### src/hw/rtl/pdca_pkg.sv
// Shared types and constants for the power diagram cell assignment block.
`default_nettype none

package pdca_pkg;

  localparam int COORD_W  = 16;
  localparam int WEIGHT_W = 40;
  localparam int INDEX_W  = 6;
  localparam int COUNT_W  = 7;
  localparam int POWER_W  = 41;
  localparam int DIFF_W   = COORD_W + 1;
  localparam int SQ_W     = 2 * COORD_W + 1;

  localparam logic OP_LOAD  = 1'b0;
  localparam logic OP_QUERY = 1'b1;

  // One generator as it is kept in the table.
  typedef struct packed {
    logic signed [COORD_W-1:0]  x;
    logic signed [COORD_W-1:0]  y;
    logic signed [COORD_W-1:0]  z;
    logic signed [WEIGHT_W-1:0] w;
  } entry_t;

  // A classified command passed from the front queue to the back end.
  typedef struct packed {
    logic                       is_query;
    logic [INDEX_W-1:0]         index;
    logic signed [COORD_W-1:0]  x;
    logic signed [COORD_W-1:0]  y;
    logic signed [COORD_W-1:0]  z;
    logic signed [WEIGHT_W-1:0] w;
  } cmd_t;

endpackage

`default_nettype wire

### src/hw/rtl/pdca_front.sv
// Front end: accepts input items, classifies them and queues commands for the back end.
`default_nettype none

module pdca_front #(
  parameter int MAX_GENERATORS = 64
) (
  input  wire logic                                clk,
  input  wire logic                                rst,
  input  wire logic                                push,
  output      logic                                full,
  input  wire logic                                op,
  input  wire logic [pdca_pkg::INDEX_W-1:0]        entry_index,
  input  wire logic signed [pdca_pkg::COORD_W-1:0] point_x,
  input  wire logic signed [pdca_pkg::COORD_W-1:0] point_y,
  input  wire logic signed [pdca_pkg::COORD_W-1:0] point_z,
  input  wire logic signed [pdca_pkg::WEIGHT_W-1:0] weight,
  output      pdca_pkg::cmd_t                      cmd,
  output      logic                                cmd_valid,
  input  wire logic                                cmd_take
);

  import pdca_pkg::*;

  cmd_t       q [2];
  logic       wr_ptr;
  logic       rd_ptr;
  logic [1:0] fill;
  logic       accept;
  logic       in_range;
  logic       enq;
  logic       deq;

  assign full      = (fill == 2'd2);
  assign accept    = push && !full;
  assign in_range  = ({{(32-INDEX_W){1'b0}}, entry_index} < MAX_GENERATORS);
  // A load aimed beyond the table is taken and dropped here.
  assign enq       = accept && ((op == OP_QUERY) || in_range);
  assign cmd_valid = (fill != 2'd0);
  assign deq       = cmd_take && cmd_valid;
  assign cmd       = q[rd_ptr];

  always_ff @(posedge clk) begin
    if (enq) begin
      q[wr_ptr] <= '{is_query: (op == OP_QUERY), index: entry_index,
                     x: point_x, y: point_y, z: point_z, w: weight};
    end
  end

  always_ff @(posedge clk) begin
    if (rst) begin
      wr_ptr <= 1'b0;
      rd_ptr <= 1'b0;
      fill   <= 2'd0;
    end else begin
      if (enq) begin
        wr_ptr <= !wr_ptr;
      end
      if (deq) begin
        rd_ptr <= !rd_ptr;
      end
      if (enq && !deq) begin
        fill <= fill + 2'd1;
      end else if (deq && !enq) begin
        fill <= fill - 2'd1;
      end
    end
  end

endmodule

`default_nettype wire

### config.mk
export PLATFORM = sky130hd
export DESIGN_NAME = pdca_front
export DESIGN_NICKNAME = d
export VERILOG_FILES = /design/src/hw/rtl/pdca_pkg.sv /design/src/hw/rtl/pdca_front.sv
export SDC_FILE = /design/constraint.sdc
export NUM_CORES = 1
export LEC_CHECK = 0
export ABC_AREA = 1
export ABC_CLOCK_PERIOD_IN_PS = 18200
export BUFFER_PORTS_ARGS = -buffer_cell sky130_fd_sc_hd__buf_4
export CAP_MARGIN = 30
export CORE_UTILIZATION = 40
export CTS_BUF_LIST = sky130_fd_sc_hd__clkbuf_8 sky130_fd_sc_hd__clkbuf_16
export CTS_CLUSTER_DIAMETER = 200
export DETAILED_ROUTE_END_ITERATION = 12
export HOLD_SLACK_MARGIN = 0.06
export PLACE_DENSITY = 0.71
export SLEW_MARGIN = 15
export SYNTH_ARGS = -nofsm -noshare
export SYNTH_HDL_FRONTEND = slang
export SYNTH_SLANG_ARGS = --single-unit
### constraint.sdc
create_clock -name clk -period 18.2 [get_ports clk]
set_clock_uncertainty 0.05 [all_clocks]
set_input_delay 3.64 -clock clk [delete_from_list [all_inputs] [get_ports clk]]
set_output_delay 3.64 -clock clk [all_outputs]
set_load 0.1 [all_outputs]
==> impl_metrics.ini <==
[route]
drt_wl_total_mm = 13.24
drtIter0Drc = 178
dr.pass1.iters = 4
drc_errors = 0
detailroute.via_count = 3636
viasPerCell = 4.638
ant_nets = 0
wire_per_inst_um = 16.89

[synth]
synth_area_leaders = edfxtp_1, mux2_4, mux2_2
yosysSeqAreaShare = 0.7947
ys_types = 15
synth_fa_ha_area_frac = 0.001713
synth.top_cell.area_share = 0.7810
synth_compound_area_frac = 0.003425
synth_edf_count = 190
yosysTopAreaCell = edfxtp_1
synth_xor_area_frac = 0
async_flop_share = 0
synth-seq-cells = 195
ys_warn_count = 0
synth_top_family_by_area = multiplexers
synthTopCellsByCount = edfxtp_1, mux2_4, mux2_2, inv_1, nor2_1
synth_ff_type = edfxtp_1
syn_area_per_cell_sq_um = 21.94
synth.area.mux_share = 0.1721
synth_area_sq_um = 7306
yosysMostFrequentCell = edfxtp_1
yosys.area_share.simple = 0.009933
syn_inst = 333
synth_nets = 433

[power]
peakVddDrop_mv = 0.09721
p_seq_frac = 0.349
p_per_area_nw_per_um2 = 177.1
combinationalPowerShare = 0.445
internal_power_w = 0.0009395
finalPower_w = 0.001700
p_leak_nw = 3.669
clkPwrFrac = 0.207
switching_share = 0.4474
p_sw_w = 0.0007605

[critical_path]
cp-end-kind = output pin
cpPeakStageDelay_ps = 730
required_ps = 14510
reg2reg_depth = 9
arrival_ps = 2490
worst-r2r-setup-slack_ps = 16150
cp.buffers_inverters = 3
cpMostUsedCell = buf_4
r2r-start = fill[1]
crit_path_cell_trace = buf_4 > buf_16 > mux2_2 > buf_4
cp-start-kind = register
worstPathMaxFanout = 48
criticalPathCategory = reg -> out
critPathSlowestCell = dfxtp_4
path_delay_family = buffers and inverters
r2r_end = fill[1]

[sta]
fin_crit_ps = 6180
finalSetupViolCount = 0
clock.fmax_ghz = 0.1618
final-hold-violation-count = 0
maxSlewViolCount = 0
worst_slew_pin_slew_ps = 817.1
grt_setup_unrepaired = no
slew_headroom = 0.4495
finalCritPeriodShare = 0.3395
fin_setup_tns_ps = 0

[clock_tree]
clock_path_buffers = 2
ctsResizeCount = 0
holdBufCountCts = 0
postCtsSetupRepairBufs = 0
cts-buffers-inserted = 17
clk_pin_slew_ps = 70
htreeDepth = 4
cts_sinks = 195
insertion_delay_ps = 420
cts_tree = done
clk_root_buffer_cell = clkbuf_16

[floorplanning]
die_area_sq_um = 18810
die_w_um = 137.1
io_pins = 196
die_h_um = 137.1
core-area_sq_um = 17900
rows = 49
start_util = 0.4081

[final_layout]
area_growth_pct = 31.36
insertedDiodeCount = 0
layout-drive-gt1-share = 0.5964
nNetsFinal = 642
finalNonFillerCells = 784

[global_route]
grt_max_degree = 60
grt_pass1_wl_mm = 19.59
grt_util_all_layers = 0.1436
antenna_found_initial = 0
grt_pass1_vias = 3921
grt_remaining_overflow = 0

[worst_hold_path]
hold_depth = 2
hold_end = rd_ptr
worstHoldStart = rd_ptr
hold_path_class = reg -> reg

[place]
dp_hpwl_mm = 8.806
place_congestion = 0.6964
placed_cells = 751
io_buffers = 195

[run]
cap_violations = 0

[outcome]
status = finished, final reports clean
layout by cell type (no fill, tap or decap), drive strengths merged:
master and n:
nor2 8, o21ai 3, nand4 1, inv 12
buf 201, clkinv 5, nand3 2, edfxtp 190
dfxtp 5, mux2 95, clkbuf 17, a21oi 2
nand2 7, ha 1, clkinvlp 5, bufinv 1
worst min-delay path, stage by stage, from the launching register on:
cell	delay [ps]
dfxtp_1	330
a21oi_1	50
nor2_1	80
state kept, by name (all words and copies together) (netlist names), named ones only:
signal and flops:
fill 2, q 190, rd_ptr 1, wr_ptr 1
layer usage:
| metal | wire length [um] | track usage |
|---|---|---|
| met1 | 5060 | 0.1578 |
| met4 | 188 | 0.05678 |
| met5 | 0 | 0 |
| met3 | 1119 | 0.06222 |
| met2 | 6872 | 0.2435 |
kinds of logic (layout without fill, tap and decap cells):
logic type      after synthesis  count (layout)
simple gates                 18              18
mux                          95              95
fa+ha+maj                     1               1
flops                       195             195
buf+inv                      19             241
compound gates                5               5
worst max path at each step:
stage | from | slack (ps) | cells past startpoint | endpoint
2_1_floorplan | push | 9850 | 2 | q[0][0]
3_3_place_gp | register | 12230 | 3 | cmd[24]
4_1_cts | register | 11730 | 3 | cmd[86]
6_report | register | 12020 | 4 | cmd[86]
3_5_place_dp | register | 12210 | 3 | cmd[86]
5_1_grt | register | 11900 | 4 | cmd[19]
stage by stage:
stage	setup WS, ps	instance area (sq um)	utilization	hold WS, ps
after CTS	11730	9569	0.5345	461.6
after floorplan	9849	7306	-	414.5
after detailed placement	12210	9010	0.5033	446.0
after global routing	11900	9597	0.5361	513.2
final	12020	9597	0.5361	456.5
after global placement	12230	9010	0.5033	433.5
layout make-up:
class	instances	area, sq um
Clock buffer	17	425.4
Clock inverter	15	133.9
Fill cell	1458	8305
Inverter	8	30.03
Multi-Input combinational cell	119	1383
Sequential cell	195	5809
Tap cell	229	286.5
Timing Repair Buffer	201	1529
power groups by stage:
stage / combinational, W / sequential, W / clock, W
5_1_grt: 0.000782 / 0.000599 / 0.000377
3_5_place_dp: 0.000758 / 0.000604 / 0
2_1_floorplan: 0.000633 / 0.000597 / 0
6_report: 0.000756 / 0.000593 / 0.000351
3_3_place_gp: 0.000754 / 0.000600 / 0
4_1_cts: 0.000760 / 0.000594 / 0.000362
Power figures use the tool's default switching activity.
