### src/hw/rtl/pdca_pkg.sv
// Shared types and constants for the power diagram cell assignment block.
`default_nettype none

package pdca_pkg;

  localparam int COORD_W  = 16;
  localparam int WEIGHT_W = 40;
  localparam int INDEX_W  = 6;
  localparam int COUNT_W  = 7;
  localparam int POWER_W  = 41;
  localparam int DIFF_W   = COORD_W + 1;
  localparam int SQ_W     = 2 * COORD_W + 1;

  localparam logic OP_LOAD  = 1'b0;
  localparam logic OP_QUERY = 1'b1;

  // One generator as it is kept in the table.
  typedef struct packed {
    logic signed [COORD_W-1:0]  x;
    logic signed [COORD_W-1:0]  y;
    logic signed [COORD_W-1:0]  z;
    logic signed [WEIGHT_W-1:0] w;
  } entry_t;

  // A classified command passed from the front queue to the back end.
  typedef struct packed {
    logic                       is_query;
    logic [INDEX_W-1:0]         index;
    logic signed [COORD_W-1:0]  x;
    logic signed [COORD_W-1:0]  y;
    logic signed [COORD_W-1:0]  z;
    logic signed [WEIGHT_W-1:0] w;
  } cmd_t;

endpackage

`default_nettype wire

### src/hw/rtl/pdca_back.sv
// Back end: writes generators and scans the table through a power-distance pipeline.
`default_nettype none

module pdca_back #(
  parameter int MAX_GENERATORS = 64
) (
  input  wire logic                                 clk,
  input  wire logic                                 rst,
  input  wire pdca_pkg::cmd_t                       cmd,
  input  wire logic                                 cmd_valid,
  output      logic                                 cmd_take,
  input  wire logic [pdca_pkg::COUNT_W-1:0]         active_count,
  output      logic                                 ram_we,
  output      logic [$clog2(MAX_GENERATORS)-1:0]    ram_waddr,
  output      pdca_pkg::entry_t                     ram_wdata,
  output      logic [$clog2(MAX_GENERATORS)-1:0]    ram_raddr,
  input  wire pdca_pkg::entry_t                     ram_rdata,
  output      logic                                 empty,
  input  wire logic                                 pop,
  output      logic [pdca_pkg::INDEX_W-1:0]         region,
  output      logic signed [pdca_pkg::POWER_W-1:0]  min_power
);

  import pdca_pkg::*;

  localparam int AW = $clog2(MAX_GENERATORS);

  typedef enum logic [3:0] {
    ST_IDLE   = 4'b0001,
    ST_SCAN   = 4'b0010,
    ST_DRAIN  = 4'b0100,
    ST_FINISH = 4'b1000
  } state_t;

  state_t state;
  state_t state_next;

  logic signed [COORD_W-1:0] qx;
  logic signed [COORD_W-1:0] qy;
  logic signed [COORD_W-1:0] qz;
  logic [COUNT_W-1:0]        idx;
  logic [COUNT_W-1:0]        last_idx;
  logic                      at_last;
  logic                      issue;
  logic                      res_load;

  // Pipeline: read, difference, square, power, compare.
  logic                       v0, v1, v2, v3;
  logic                       last0, last1, last2, last3;
  logic [COUNT_W-1:0]         tag0, tag1, tag2, tag3;
  logic signed [DIFF_W-1:0]   dx, dy, dz;
  logic signed [WEIGHT_W-1:0] w1, w2;
  logic [SQ_W-1:0]            sqx, sqy, sqz;
  logic signed [POWER_W-1:0]  pw;
  logic signed [2*DIFF_W-1:0] sqx_full, sqy_full, sqz_full;
  logic signed [POWER_W-1:0]  best;
  logic [COUNT_W-1:0]         best_idx;
  logic                       done;
  logic                       res_valid;

  assign last_idx = active_count - COUNT_W'(1);
  assign at_last  = (idx == last_idx);
  assign issue    = (state == ST_SCAN);
  assign cmd_take = (state == ST_IDLE) && cmd_valid;
  assign res_load = (state == ST_FINISH) && (!res_valid || pop);

  assign ram_we    = cmd_take && !cmd.is_query;
  assign ram_waddr = AW'(cmd.index);
  assign ram_wdata = '{x: cmd.x, y: cmd.y, z: cmd.z, w: cmd.w};
  assign ram_raddr = AW'(idx);

  assign sqx_full = dx * dx;
  assign sqy_full = dy * dy;
  assign sqz_full = dz * dz;

  always_comb begin
    state_next = state;
    unique case (state)
      ST_IDLE: begin
        if (cmd_take && cmd.is_query) begin
          state_next = ST_SCAN;
        end
      end
      ST_SCAN: begin
        if (at_last) begin
          state_next = ST_DRAIN;
        end
      end
      ST_DRAIN: begin
        if (done) begin
          state_next = ST_FINISH;
        end
      end
      ST_FINISH: begin
        if (res_load) begin
          state_next = ST_IDLE;
        end
      end
      default: state_next = ST_IDLE;
    endcase
  end

  always_ff @(posedge clk) begin
    if (rst) begin
      state     <= ST_IDLE;
      v0        <= 1'b0;
      v1        <= 1'b0;
      v2        <= 1'b0;
      v3        <= 1'b0;
      done      <= 1'b0;
      res_valid <= 1'b0;
    end else begin
      state     <= state_next;
      v0        <= issue;
      v1        <= v0;
      v2        <= v1;
      v3        <= v2;
      done      <= v3 && last3;
      if (res_load) begin
        res_valid <= 1'b1;
      end else if (pop) begin
        res_valid <= 1'b0;
      end
    end
  end

  always_ff @(posedge clk) begin
    if (cmd_take && cmd.is_query) begin
      qx  <= cmd.x;
      qy  <= cmd.y;
      qz  <= cmd.z;
      idx <= '0;
    end else if (issue) begin
      idx <= idx + COUNT_W'(1);
    end

    tag0  <= idx;
    last0 <= at_last;

    tag1  <= tag0;
    last1 <= last0;
    dx    <= DIFF_W'(qx) - DIFF_W'(ram_rdata.x);
    dy    <= DIFF_W'(qy) - DIFF_W'(ram_rdata.y);
    dz    <= DIFF_W'(qz) - DIFF_W'(ram_rdata.z);
    w1    <= ram_rdata.w;

    tag2  <= tag1;
    last2 <= last1;
    sqx   <= sqx_full[SQ_W-1:0];
    sqy   <= sqy_full[SQ_W-1:0];
    sqz   <= sqz_full[SQ_W-1:0];
    w2    <= w1;

    tag3  <= tag2;
    last3 <= last2;
    pw    <= POWER_W'(sqx) + POWER_W'(sqy) + POWER_W'(sqz) - POWER_W'(w2);

    // Strict less-than keeps the lowest index on ties; slot zero starts the scan.
    if (v3 && ((tag3 == '0) || (pw < best))) begin
      best     <= pw;
      best_idx <= tag3;
    end

    if (res_load) begin
      region    <= best_idx[INDEX_W-1:0];
      min_power <= best;
    end
  end

  assign empty = !res_valid;

endmodule

`default_nettype wire

### config.mk
export PLATFORM = sky130hd
export DESIGN_NAME = pdca_back
export DESIGN_NICKNAME = d
export VERILOG_FILES = /design/src/hw/rtl/pdca_pkg.sv /design/src/hw/rtl/pdca_back.sv
export SDC_FILE = /design/constraint.sdc
export NUM_CORES = 2
export LEC_CHECK = 0
export ABC_AREA = 1
export BUFFER_PORTS_ARGS = -buffer_cell sky130_fd_sc_hd__clkbuf_2
export CAP_MARGIN = 20
export CORE_MARGIN = 10
export CORE_UTILIZATION = 45
export CTS_BUF_LIST = sky130_fd_sc_hd__clkbuf_4 sky130_fd_sc_hd__clkbuf_8
export DETAILED_ROUTE_END_ITERATION = 12
export PLACE_DENSITY_LB_ADDON = 0.1
export RECOVER_POWER = 100
export SYNTH_ARGS = -nofsm -noshare
export SYNTH_HDL_FRONTEND = slang
export SYNTH_SLANG_ARGS = --single-unit
### constraint.sdc
create_clock -name clk -period 7.7 [get_ports clk]
set_clock_uncertainty 0.1 [all_clocks]
set_input_delay 0.385 -clock clk [delete_from_list [all_inputs] [get_ports clk]]
set_output_delay 0.385 -clock clk [all_outputs]
set_load 0.01 [all_outputs]
==> results.cfg <==
[clock_tree]
clk_latency_ns = 0.78
cts_sinks = 459
ctsRootBufferMaster = clkbuf_8
htreeDepth = 3
cts.clk_slew.worst_paths_ns = 0.07
cts_resized = 0
numCtsBuffers = 85
cts_tree = yes
cts_max_path_buffers = 3
cts_setup_buffers = 0

[timing]
finalMaxSlewViolations = 145
hold_viol_final = 0
max_freq_mhz = 152
period_share_pct = 85.5
worst_slack_ns = 1.12
fin_tns_setup_ns = 0
setup_viol = 0
maxSlewHeadroom_pct = -109
worst-slew-pin-transition_ns = 3.13
min_period_ns = 6.58
rsz0062_at_grt = false

[route]
dr.pass1.iters = 5
drc_errors = 0
wl_per_cell_um = 16.0
drt_iter0_drc = 1721
ant_nets = 0
drt-total-wl_mm = 123
via_per_inst = 4.71
vias = 36100

[run_status]
violations = max-capacitance violations, max-slew violations
status = finished with violations

[placed_design]
dpl_worst_slack_ns = 1.25
hpwl_mm = 104
place.port_buffers = 251
place_congestion = 0.896

[global_route]
grt_pass1_wl_mm = 205
grt_overflow = 0
grt_max_degree = 49
antenna_found_initial = 3
grt.total_usage_pct = 20.1
grt_pass1_vias = 39400

[logic_synthesis]
yosys.area.top_type = fa_1
synth_most_common_cell = inv_1
synth.avg_cell_area_um2 = 8.75
async_flop_share_pct = 0
synth_warnings = 0
seq_area_frac_synth_pct = 20.9
synth_flop_cell = dfxtp_1
ys_seq_elements = 459
netlist.area_leader.share_pct = 32.3
syn_nets = 7231
synth_edf_count = 142
netlist_instances = 5802
synthTopCellsByCount = 1570 x inv_1, 988 x nand2_1, 818 x fa_1, 417 x ha_1, 317 x dfxtp_1
syn_area_mm2 = 0.0507
netlist_top_cells_area = fa_1 32%, dfxtp_1 13%, inv_1 12%
yosys.cell_types.count = 57

[worst_setup_path]
end_kind = flop
path_class = flop to flop
cp_max_fo = 19
cp_data_required_time_ns = 8.26
arrival_ns = 7.14
startpoint_type = flop

[layout]
synthToLayoutAreaGrowth_pct = 10.2
nets = 7526
drive_gt1_share_pct = 5.35
fillers = 10900

[floorplanning]
core_area_mm2 = 0.112
die_h_um = 356
fp.dieW_um = 356
ioPinCount = 344
start_util_pct = 45.2
die_area_mm2 = 0.127
rows = 123

[worst_hold_path]
worstHoldPathType = input port to flop

[run]
cap_violations = 3
[what timing repair did]
item                                    in CTS  in global routing
hold buffers                               138                  0
hold endpoints to repair                   144                  0
endpoints found under the setup margin       0                  0
[area by class of cell]
type	count	area (um^2)	area share, %
repair buffers	418	2650	4.74
flip-flops and latches	459	10600	19.0
well taps	1500	1880	3.36
clock buffers	119	1510	2.70
clock inverters	37	403	0.720
inverters	1581	5930	10.6
diodes	4	10.0	0.0179
multi-input cells	3552	32900	58.9
[kinds of logic (layout without fill, tap and decap cells)]
kind of cell	count (synthesis)	in the layout	share of synthesized area, %
compound gates	530	530	6.06
flops	459	459	20.9
buf+inv	1791	2155	14.0
xor+xnor	228	228	3.94
other cells	1	5	0.00739
simple gates	1558	1558	12.5
fa+ha+maj	1235	1235	42.6
[worst max-delay path, cell delays in order (launching register included)]
cell      delay (ns)
dfxtp_1         0.31
clkbuf_1        0.97
nand2_1         0.11
inv_1           0.14
ha_1            0.35
fa_1            0.94
inv_1           0.33
fa_1            0.55
inv_1           0.05
fa_1            0.53
inv_1           0.05
fa_1            0.47
inv_1           0.04
ha_1            0.40
nand2_1         0.15
nor2_1          0.15
inv_1           0.07
nor3_1          0.27
o21ai_0         0.15
nand3_1         0.16
xor2_1          0.15
[routing by layer]
layer  global-route usage [%]  vias up  wire length [um]
met5                        0        -                 0
met4                     5.86        0              3300
met3                     2.84      192              4800
met2                     33.6      655             58500
met1                     26.9    17500             56300
li1                         -    17800                 -
[sequential cells by signal, summed over array words and instances, names as in the netlist, 4 cells and up]
name,count
best,41
tag2,7
sqz,32
idx,7
pw,41
dx,17
w2,40
qz,16
sqy,32
tag1,7
qy,16
min_power,41
dy,17
tag3,7
qx,16
state,4
best_idx,6
w1,40
tag0,7
sqx,32
dz,17
region,6
[cells in the final DEF, fill, tap and decap left out, types with 6 or more instances in the layout]
cell type      count
nand3_1          136
xnor2_1           72
dfxtp_1          317
clkbuf_1         151
o21a_1            12
a31oi_1           17
dlygate4sd3_1    138
nand3b_1           8
nand4_1           27
edfxtp_1         142
a21oi_1          244
inv_2             10
o21ai_0          139
ha_1             417
nor3_1            48
clkinvlp_4         7
clkinv_1          10
fa_1             818
buf_4             24
xor2_1           156
inv_1           1570
clkbuf_2         105
clkbuf_4          20
nor2_1           301
bufinv_16          6
or2_2             15
a21o_1            36
clkbuf_8          99
nand2_1          992
o21bai_1          28
nor2_2             8
a31o_2             6
a21boi_0          13
clkinv_2           8
o211ai_1          11
[final timing paths]
| kind | cells after the start | start | endpoint | slack (ns) |
|---|---|---|---|---|
| max | 20 | dy[0] | sqy[28] | 1.12 |
| min | 4 | ram_rdata[75] | dx[3] | 0.09 |
| min reg2reg | 0 | w1[23] | w2[23] | 0.22 |
| max reg2reg | 20 | dy[0] | sqy[28] | 1.12 |
[stage by stage]
stage                     hold slack, ns  util (%)  cells  cell area, um^2
after global routing              0.0674      49.9   7668            55900
after detailed placement           0.212      47.2   7372            52900
final                             0.0926      49.9   7670            55900
after global placement             0.210      47.2   7372            52900
after CTS                        0.00254      50.1   7666            56200
after floorplan                    0.210         -   5802            50700
Power is left out: the tool's default activity adds up to more than one toggle a clock period on the data nets, which glitch-free logic cannot reach.
