--- src/hw/rtl/pdca_ram.sv ---
// Generic single-write, single-read RAM with a registered read port.
`default_nettype none

module pdca_ram #(
  parameter int WIDTH = 8,
  parameter int DEPTH = 16
) (
  input  wire logic                     clk,
  input  wire logic                     we,
  input  wire logic [$clog2(DEPTH)-1:0] waddr,
  input  wire logic [WIDTH-1:0]         wdata,
  input  wire logic [$clog2(DEPTH)-1:0] raddr,
  output      logic [WIDTH-1:0]         rdata
);

  logic [WIDTH-1:0] mem [DEPTH];

  always_ff @(posedge clk) begin
    if (we) begin
      mem[waddr] <= wdata;
    end
    rdata <= mem[raddr];
  end

endmodule

`default_nettype wire

--- config.mk ---
export PLATFORM = sky130hd
export DESIGN_NAME = pdca_ram
export DESIGN_NICKNAME = d
export VERILOG_FILES = /design/src/hw/rtl/pdca_ram.sv
export SDC_FILE = /design/constraint.sdc
export NUM_CORES = 1
export LEC_CHECK = 0
export BUFFER_PORTS_ARGS = -buffer_cell sky130_fd_sc_hd__buf_2
export CAP_MARGIN = 0
export CORE_ASPECT_RATIO = 0.5
export CORE_UTILIZATION = 30
export CTS_CLUSTER_DIAMETER = 50
export CTS_CLUSTER_SIZE = 30
export DETAILED_ROUTE_END_ITERATION = 10
export GPL_TIMING_DRIVEN = 0
export PLACE_DENSITY = 0.44
export SKIP_CTS_REPAIR_TIMING = 1
export SLEW_MARGIN = 5
export SYNTH_ARGS = -nofsm -noshare
export SYNTH_HDL_FRONTEND = slang
export SYNTH_SLANG_ARGS = --single-unit
export TNS_END_PERCENT = 1
--- constraint.sdc ---
create_clock -name clk -period 2.59 [get_ports clk]
set_input_delay 0.259 -clock clk [delete_from_list [all_inputs] [get_ports clk]]
set_output_delay 0.259 -clock clk [all_outputs]
set_load 0.03 [all_outputs]
==> results.py, run 1 <==
metrics = {
    "worst_setup_path": {
        "arrival_ns": 1.87,
        "r2r_end": "rdata[2]",
        "crit_path_cell_trace": "mux4_1 -> a22oi_1 -> nand2_1",
        "crit_type": "flop to flop",
        "cp_top_family": "multiplexers",
        "regToRegSetupSlack_ns": 0.99,
        "reg2reg_depth": 3,
        "cp.required_ns": 2.87,
        "crit_fanout": 1,
        "crit_slowest_cell": "mux4_1",
        "critPathBufInv": 0,
        "cp-start-kind": "flop",
        "reg2reg_from": "mem[9][2]",
        "cp-end-kind": "flop",
        "slowest_delay_ns": 0.56,
    },
    "power_and_ir_drop": {
        "ir_drop_uv": 443,
        "leakagePower_nw": 2.01,
        "power_density_nw_per_um2": 824,
        "p_total_mw": 5.07,
    },
    "global_routing": {
        "grt_pass1_vias": 2516,
        "grt_start_max_net_pins": 17,
        "grt_usage_pct": 13.3,
        "grt_pass1_wl_um": 15900,
        "grt_remaining_overflow": 0,
        "antenna_found_initial": 0,
    },
    "die": {
        "start_util_pct": 31.1,
        "die_y_um": 94.6,
        "dieArea_sq_um": 17700,
        "rows": 33,
        "io_pins": 26,
        "dieWidth_um": 187,
        "core_area_sq_um": 16600,
    },
    "cts": {
        "h-tree-depth": 4,
        "cts_root_buf": "clkbuf_16",
        "ctsLongestPathBuffers": 2,
        "cts_tree": "done",
        "path_clk_slew_ns": 0.06,
        "insertion_delay_ns": 0.41,
        "cts_sinks": 136,
        "cts_made_buffers": 17,
    },
    "logic_synthesis": {
        "yosys.area_share.xor_xnor_pct": 0,
        "syn_nets": 247,
        "synthAdderAreaFrac_pct": 0,
        "synth_seq_cells": 136,
        "synthDistinctLibCells": 19,
        "ys_warn_count": 0,
        "synthSimpleGateAreaFrac_pct": 3.18,
        "syn_inst": 229,
        "syn-cell-area_sq_um": 5150,
        "synth_top_family_by_area": "multiplexers",
        "ys_seq_area_share_pct": 77.8,
        "synthMuxAreaShare_pct": 15.0,
        "synth_compound_area_share_pct": 2.33,
        "synth.avg_cell_area_sq_um": 22.5,
    },
    "placement": {
        "hpwl_um": 7140,
        "gp_congestion": 0.752,
        "io_buffer_count": 24,
        "dp_cells": 480,
    },
    "sta": {
        "finalHoldViolCount": 0,
        "hold_slack_ns": 0.253,
        "slew_headroom_pct": 41.6,
        "fin_setup_tns_ns": 0,
        "slew_violations": 0,
        "clock.fmax_ghz": 0.627,
        "rsz0062_at_grt": "no",
        "tightest_slew_ns": 0.873,
        "fin_crit_sh_pct": 61.6,
        "finalSetupViolCount": 0,
        "period_minus_slack_ns": 1.60,
        "skew_ns": 0.00706,
    },
    "detailed_routing": {
        "num_vias": 2397,
        "first_iter_violations": 191,
        "wl_um": 10800,
        "via_per_inst": 4.68,
        "drcViolationCount": 0,
        "drtPass1Iterations": 4,
        "wl_per_cell_um": 21.1,
        "final_antenna_net_count": 0,
    },
    "cells_and_area": {
        "final_cell_mix": "edfxtp_1, buf_2, mux4_2, clkbuf_16, a22oi_1",
        "n_antenna_cell": 0,
        "final_cells": 512,
        "area_growth_pct": 19.5,
        "mostFrequentLayoutCell": "edfxtp_1",
        "fin_nets": 290,
        "drive_gt1_share_pct": 30.5,
    },
    "hold_path": {
        "whs_path_depth": 1,
        "hp-class": "input pin to flop",
        "hold-path-endpoint": "mem[7][6]",
        "min-delay-start": "wdata[6]",
    },
    "run_status": {
        "outcome": "finished, final reports clean",
    },
    "run": {
        "maxCapViolCount": 0,
    },
}
## metrics by stage
stage / worst slack, ns / utilization [%] / area, sq um
finish: 0.995 / 37.2 / 6150
global route: 0.931 / 37.2 / 6150
CTS: 0.624 / 37.1 / 6140
detailed placement: 0.186 / 33.6 / 5560
global placement: 0.263 / 33.5 / 5550
floorplan: 0.838 / - / 5150
## report_power, final
group | switching [mW] | total (mW) | internal [mW]
Sequential | 0.0117 | 2.47 | 2.46
Clock | 0.911 | 2.33 | 1.42
Combinational | 0.170 | 0.268 | 0.0980
## cell type report
cell class                      count  area [sq um]
Timing Repair Buffer               24           120
Sequential cell                   136          4000
Multi-Input combinational cell     83          1080
Clock inverter                     14           151
Fill cell                        1517         10400
Tap cell                          227           284
Buffer                             10          86.3
Clock buffer                       18           429
## state kept, by name (all words and copies together) (netlist names)
name	cells
mem	128
rdata	8
## per-layer routing
layer | vias to the layer above | routed length [um] | global-route usage [%]
met5 | - | 0 | 0
met1 | 1283 | 4860 | 16.8
met3 | 14 | 493 | 4.94
li1 | 1061 | - | -
met2 | 39 | 5330 | 21.6
met4 | 0 | 119 | 4.10
## synth_stat cells
cell type          n  area [sq um]
buf_4              1          7.51
nor2b_1            1          6.26
nand3b_1           2          15.0
nand2b_1           2          12.5
buf_6              3          33.8
clkdlybuf4s25_2    3          30.0
and2_1             1          6.26
nor3_1             4          20.0
nor2_1            13          48.8
or3b_2             1          8.76
a22oi_1           16           120
edfxtp_1         128          3840
buf_2              3          15.0
dfxtp_1            8           160
nand2_1            9          33.8
mux4_1            14           368
and2b_1            1          7.51
nand3_1            1          5.00
mux4_2            18           405
## worst max-delay path by stage
| stage | start | to | slack, ns | depth (start not counted) |
|---|---|---|---|---|
| 2_1_floorplan | waddr[2] | mem[0][0] | 0.84 | 2 |
| 3_3_place_gp | waddr[2] | mem[0][2] | 0.26 | 3 |
| 3_5_place_dp | waddr[2] | mem[0][2] | 0.19 | 3 |
| 4_1_cts | waddr[2] | mem[0][1] | 0.62 | 3 |
| 5_1_grt | mem[9][2] | rdata[2] | 0.93 | 3 |
| 6_report | mem[9][2] | rdata[2] | 0.99 | 3 |
## cells by family (layout without fill, tap and decap cells)
family	after synthesis	count (layout)
mux	32	32
flops	136	136
simple gates	35	35
buf+inv	10	66
compound gates	16	16
Note: power is estimated with default switching activity, not from simulation.
==> inputs of run 2 (changes only) <==
--- a/config.mk
+++ b/config.mk
@@ -5,6 +5,7 @@
 export SDC_FILE = /design/constraint.sdc
 export NUM_CORES = 1
 export LEC_CHECK = 0
+export ABC_AREA = 1
 export BUFFER_PORTS_ARGS = -buffer_cell sky130_fd_sc_hd__buf_2
 export CAP_MARGIN = 0
 export CORE_ASPECT_RATIO = 0.5
==> constraint.sdc (replaced) <==
create_clock -name clk -period 1.6 [get_ports clk]
set_input_delay 0.16 -clock clk [delete_from_list [all_inputs] [get_ports clk]]
set_output_delay 0.16 -clock clk [all_outputs]
set_load 0.03 [all_outputs]
==> run 2 against run 1 <==
  * Via count grew 61%
  * Synthesized cell count rose by 140%
  * First-iteration DRC count grew 54%
  * Power grew 66%
  * Clock skew increased by 0.0022 ns
  * Critical path depth unchanged
  * Clock power grew 64%
  * Hold slack worse by 0.077 ns
  * Final cell count up 69%
  * Non-clock buffer count up 12
  * Largest cell class unchanged
  * Largest power group unchanged
==> results.py, run 2 <==
metrics = {
    "logic_synthesis": {
        "netlist.area_leader.share_pct": 66.7,
        "syn_inst": 551,
        "ys_seq_area_share_pct": 69.4,
        "syn_nets": 569,
        "synth.largest_area_cell": "edfxtp_1",
        "async_reset_ff_share_pct": 0,
        "ys_warn_count": 0,
        "synth_area_leaders": "edfxtp_1, nand2_1, nand3_1, inv_1, dfxtp_1",
        "synth_edf_count": 128,
        "synth.avg_cell_area_sq_um": 10.5,
        "ys.flop_type": "edfxtp_1",
        "yosysMostFrequentCell": "nand2_1",
        "synth_common_cells": "nand2_1, edfxtp_1, inv_1",
        "syn-cell-area_sq_um": 5770,
        "synth_seq_cells": 136,
        "synthDistinctLibCells": 12,
    },
    "worst_setup_path": {
        "r2r_end": "rdata[2]",
        "cp-start-kind": "input pin",
        "critPathBufInv": 1,
        "arrival_ns": 1.29,
        "cp.required_ns": 1.63,
        "regToRegSetupSlack_ns": 0.53,
        "slowest_delay_ns": 0.76,
        "crit_type": "input pin to flop",
        "crit_path_cell_trace": "buf_2 -> nand3b_1 -> nor2_1",
        "crit_slowest_cell": "nor2_1",
        "reg2reg_from": "mem[11][2]",
        "cp-end-kind": "flop",
        "crit_fanout": 8,
        "cp_top_family": "simple AND/OR/NAND/NOR gates",
        "reg2reg_depth": 6,
    },
    "sta": {
        "finalSetupViolCount": 0,
        "slew_violations": 0,
        "slew_headroom_pct": 36.5,
        "tightest_slew_ns": 0.949,
        "period_minus_slack_ns": 1.26,
        "clock.fmax_ghz": 0.792,
        "fin_setup_tns_ns": 0,
        "fin_crit_sh_pct": 78.9,
        "rsz0062_at_grt": "no",
        "skew_ns": 0.00927,
        "finalHoldViolCount": 0,
    },
    "placement": {
        "gp_congestion": 0.852,
        "dp_cells": 832,
        "hpwl_um": 10200,
        "io_buffer_count": 22,
    },
    "detailed_routing": {
        "first_iter_violations": 294,
        "wl_um": 15100,
        "num_vias": 3855,
        "drcViolationCount": 0,
        "via_per_inst": 4.46,
        "drtPass1Iterations": 4,
        "final_antenna_net_count": 0,
        "wl_per_cell_um": 17.5,
    },
    "power_and_ir_drop": {
        "power_density_nw_per_um2": 1240,
        "p_sw_mw": 1.97,
        "p_total_mw": 8.40,
        "p_clk_share_pct": 45.5,
        "ir_drop_uv": 639,
        "p_int_mw": 6.43,
        "combPwrFrac_pct": 6.9,
        "leakagePower_nw": 2.89,
        "p_seq_share_pct": 47.6,
        "swShare_pct": 23.5,
    },
    "die": {
        "die_y_um": 100,
        "io_pins": 26,
        "dieArea_sq_um": 19800,
        "core_area_sq_um": 18600,
        "rows": 35,
        "start_util_pct": 31.0,
        "dieWidth_um": 198,
    },
    "cells_and_area": {
        "largest_register": "mem",
        "largest_reg_flops": 128,
        "final_cell_mix": "nand2_1, edfxtp_1, inv_1, nand3_1, buf_2",
        "mostFrequentLayoutCell": "nand2_1",
        "fin_nets": 610,
        "utilization_pct": 36.4,
        "top_regs": "mem x128, rdata x8",
        "n_fill_cell": 1857,
        "regArea_sq_um": 4000,
        "n_antenna_cell": 0,
        "final_cells": 864,
        "area_growth_pct": 17.6,
        "drive_gt1_share_pct": 13.1,
        "multi_input_area_sq_um": 1210,
    },
    "run": {
        "maxCapViolCount": 0,
    },
    "cts": {
        "ctsLongestPathBuffers": 2,
        "insertion_delay_ns": 0.41,
        "cts_root_buf": "clkbuf_16",
        "h-tree-depth": 4,
        "path_clk_slew_ns": 0.06,
        "cts_made_buffers": 17,
        "cts_tree": "done",
        "cts_sinks": 136,
    },
    "hold_path": {
        "whs_path_depth": 1,
        "hp-class": "input pin to flop",
        "min-delay-start": "wdata[7]",
        "hold-path-endpoint": "mem[9][7]",
    },
    "global_routing": {
        "grt_start_max_net_pins": 17,
        "grt_pass1_wl_um": 22800,
        "grt_usage_pct": 16.5,
        "antenna_found_initial": 0,
        "grt_remaining_overflow": 0,
        "grt_pass1_vias": 3709,
    },
    "run_status": {
        "outcome": "finished, final reports clean",
    },
}
run 2: power groups by stage:
stage	registers, mW	logic, mW	clock network, mW
6_report	4.00	0.576	3.82
5_1_grt	4.01	0.632	4.03
4_1_cts	4.00	0.582	3.88
3_5_place_dp	4.08	0.580	0
3_3_place_gp	4.07	0.582	0
2_1_floorplan	4.12	0.281	0
run 2: worst max-delay path by stage:
stage / start / end / slack, ns / cells past startpoint
detailed placement: waddr[3] / mem[6][0] / -0.12 / 3
finish: waddr[3] / mem[6][4] / 0.34 / 3
global route: waddr[2] / mem[9][6] / 0.28 / 3
CTS: waddr[3] / mem[6][4] / 0.32 / 3
global placement: waddr[3] / mem[6][1] / -0.11 / 3
floorplan: waddr[2] / mem[10][0] / 0.49 / 2
run 2: cell families after synthesis:
family                 after synthesis  share of synthesized area (%)
and+or+nand+nor                    289                           21.0
DFF                                136                           69.4
buffers and inverters              126                           9.52
run 2: worst register-to-register path: stages (launching register included):
cell and delay, ns:
edfxtp_1 0.36, inv_1 0.06, nand2_1 0.05, nand3_1 0.11, nand3_1 0.09, nand3_1 0.18, nand2_1 0.09
run 2: routing by layer:
metal / global-route usage, % / vias to the layer above / share of wire (%)
li1: - / 1859 / -
met1: 23.4 / 1879 / 49
met2: 25.7 / 101 / 45
met3: 2.92 / 16 / 4.8
met4: 5.43 / 0 / 1.4
met5: 0 / - / 0
run 2: final cells by class:
type                            instances  area share [%]
Buffer                                 24            2.45
Clock buffer                           17            6.28
Clock inverter                         15            2.25
Inverter                              102            5.65
Multi-Input combinational cell        289            17.9
Sequential cell                       136            59.1
Tap cell                              259            4.78
Timing Repair Buffer                   22            1.62
run 2: through the flow:
step                      instance area [sq um]  hold WS, ns  setup slack (ns)
final                                      6780        0.176             0.338
after global routing                       6780        0.171             0.277
after CTS                                  6780        0.162             0.319
after detailed placement                   6200        0.596            -0.119
after global placement                     6200        0.596            -0.105
after floorplan                            5770        0.259             0.489
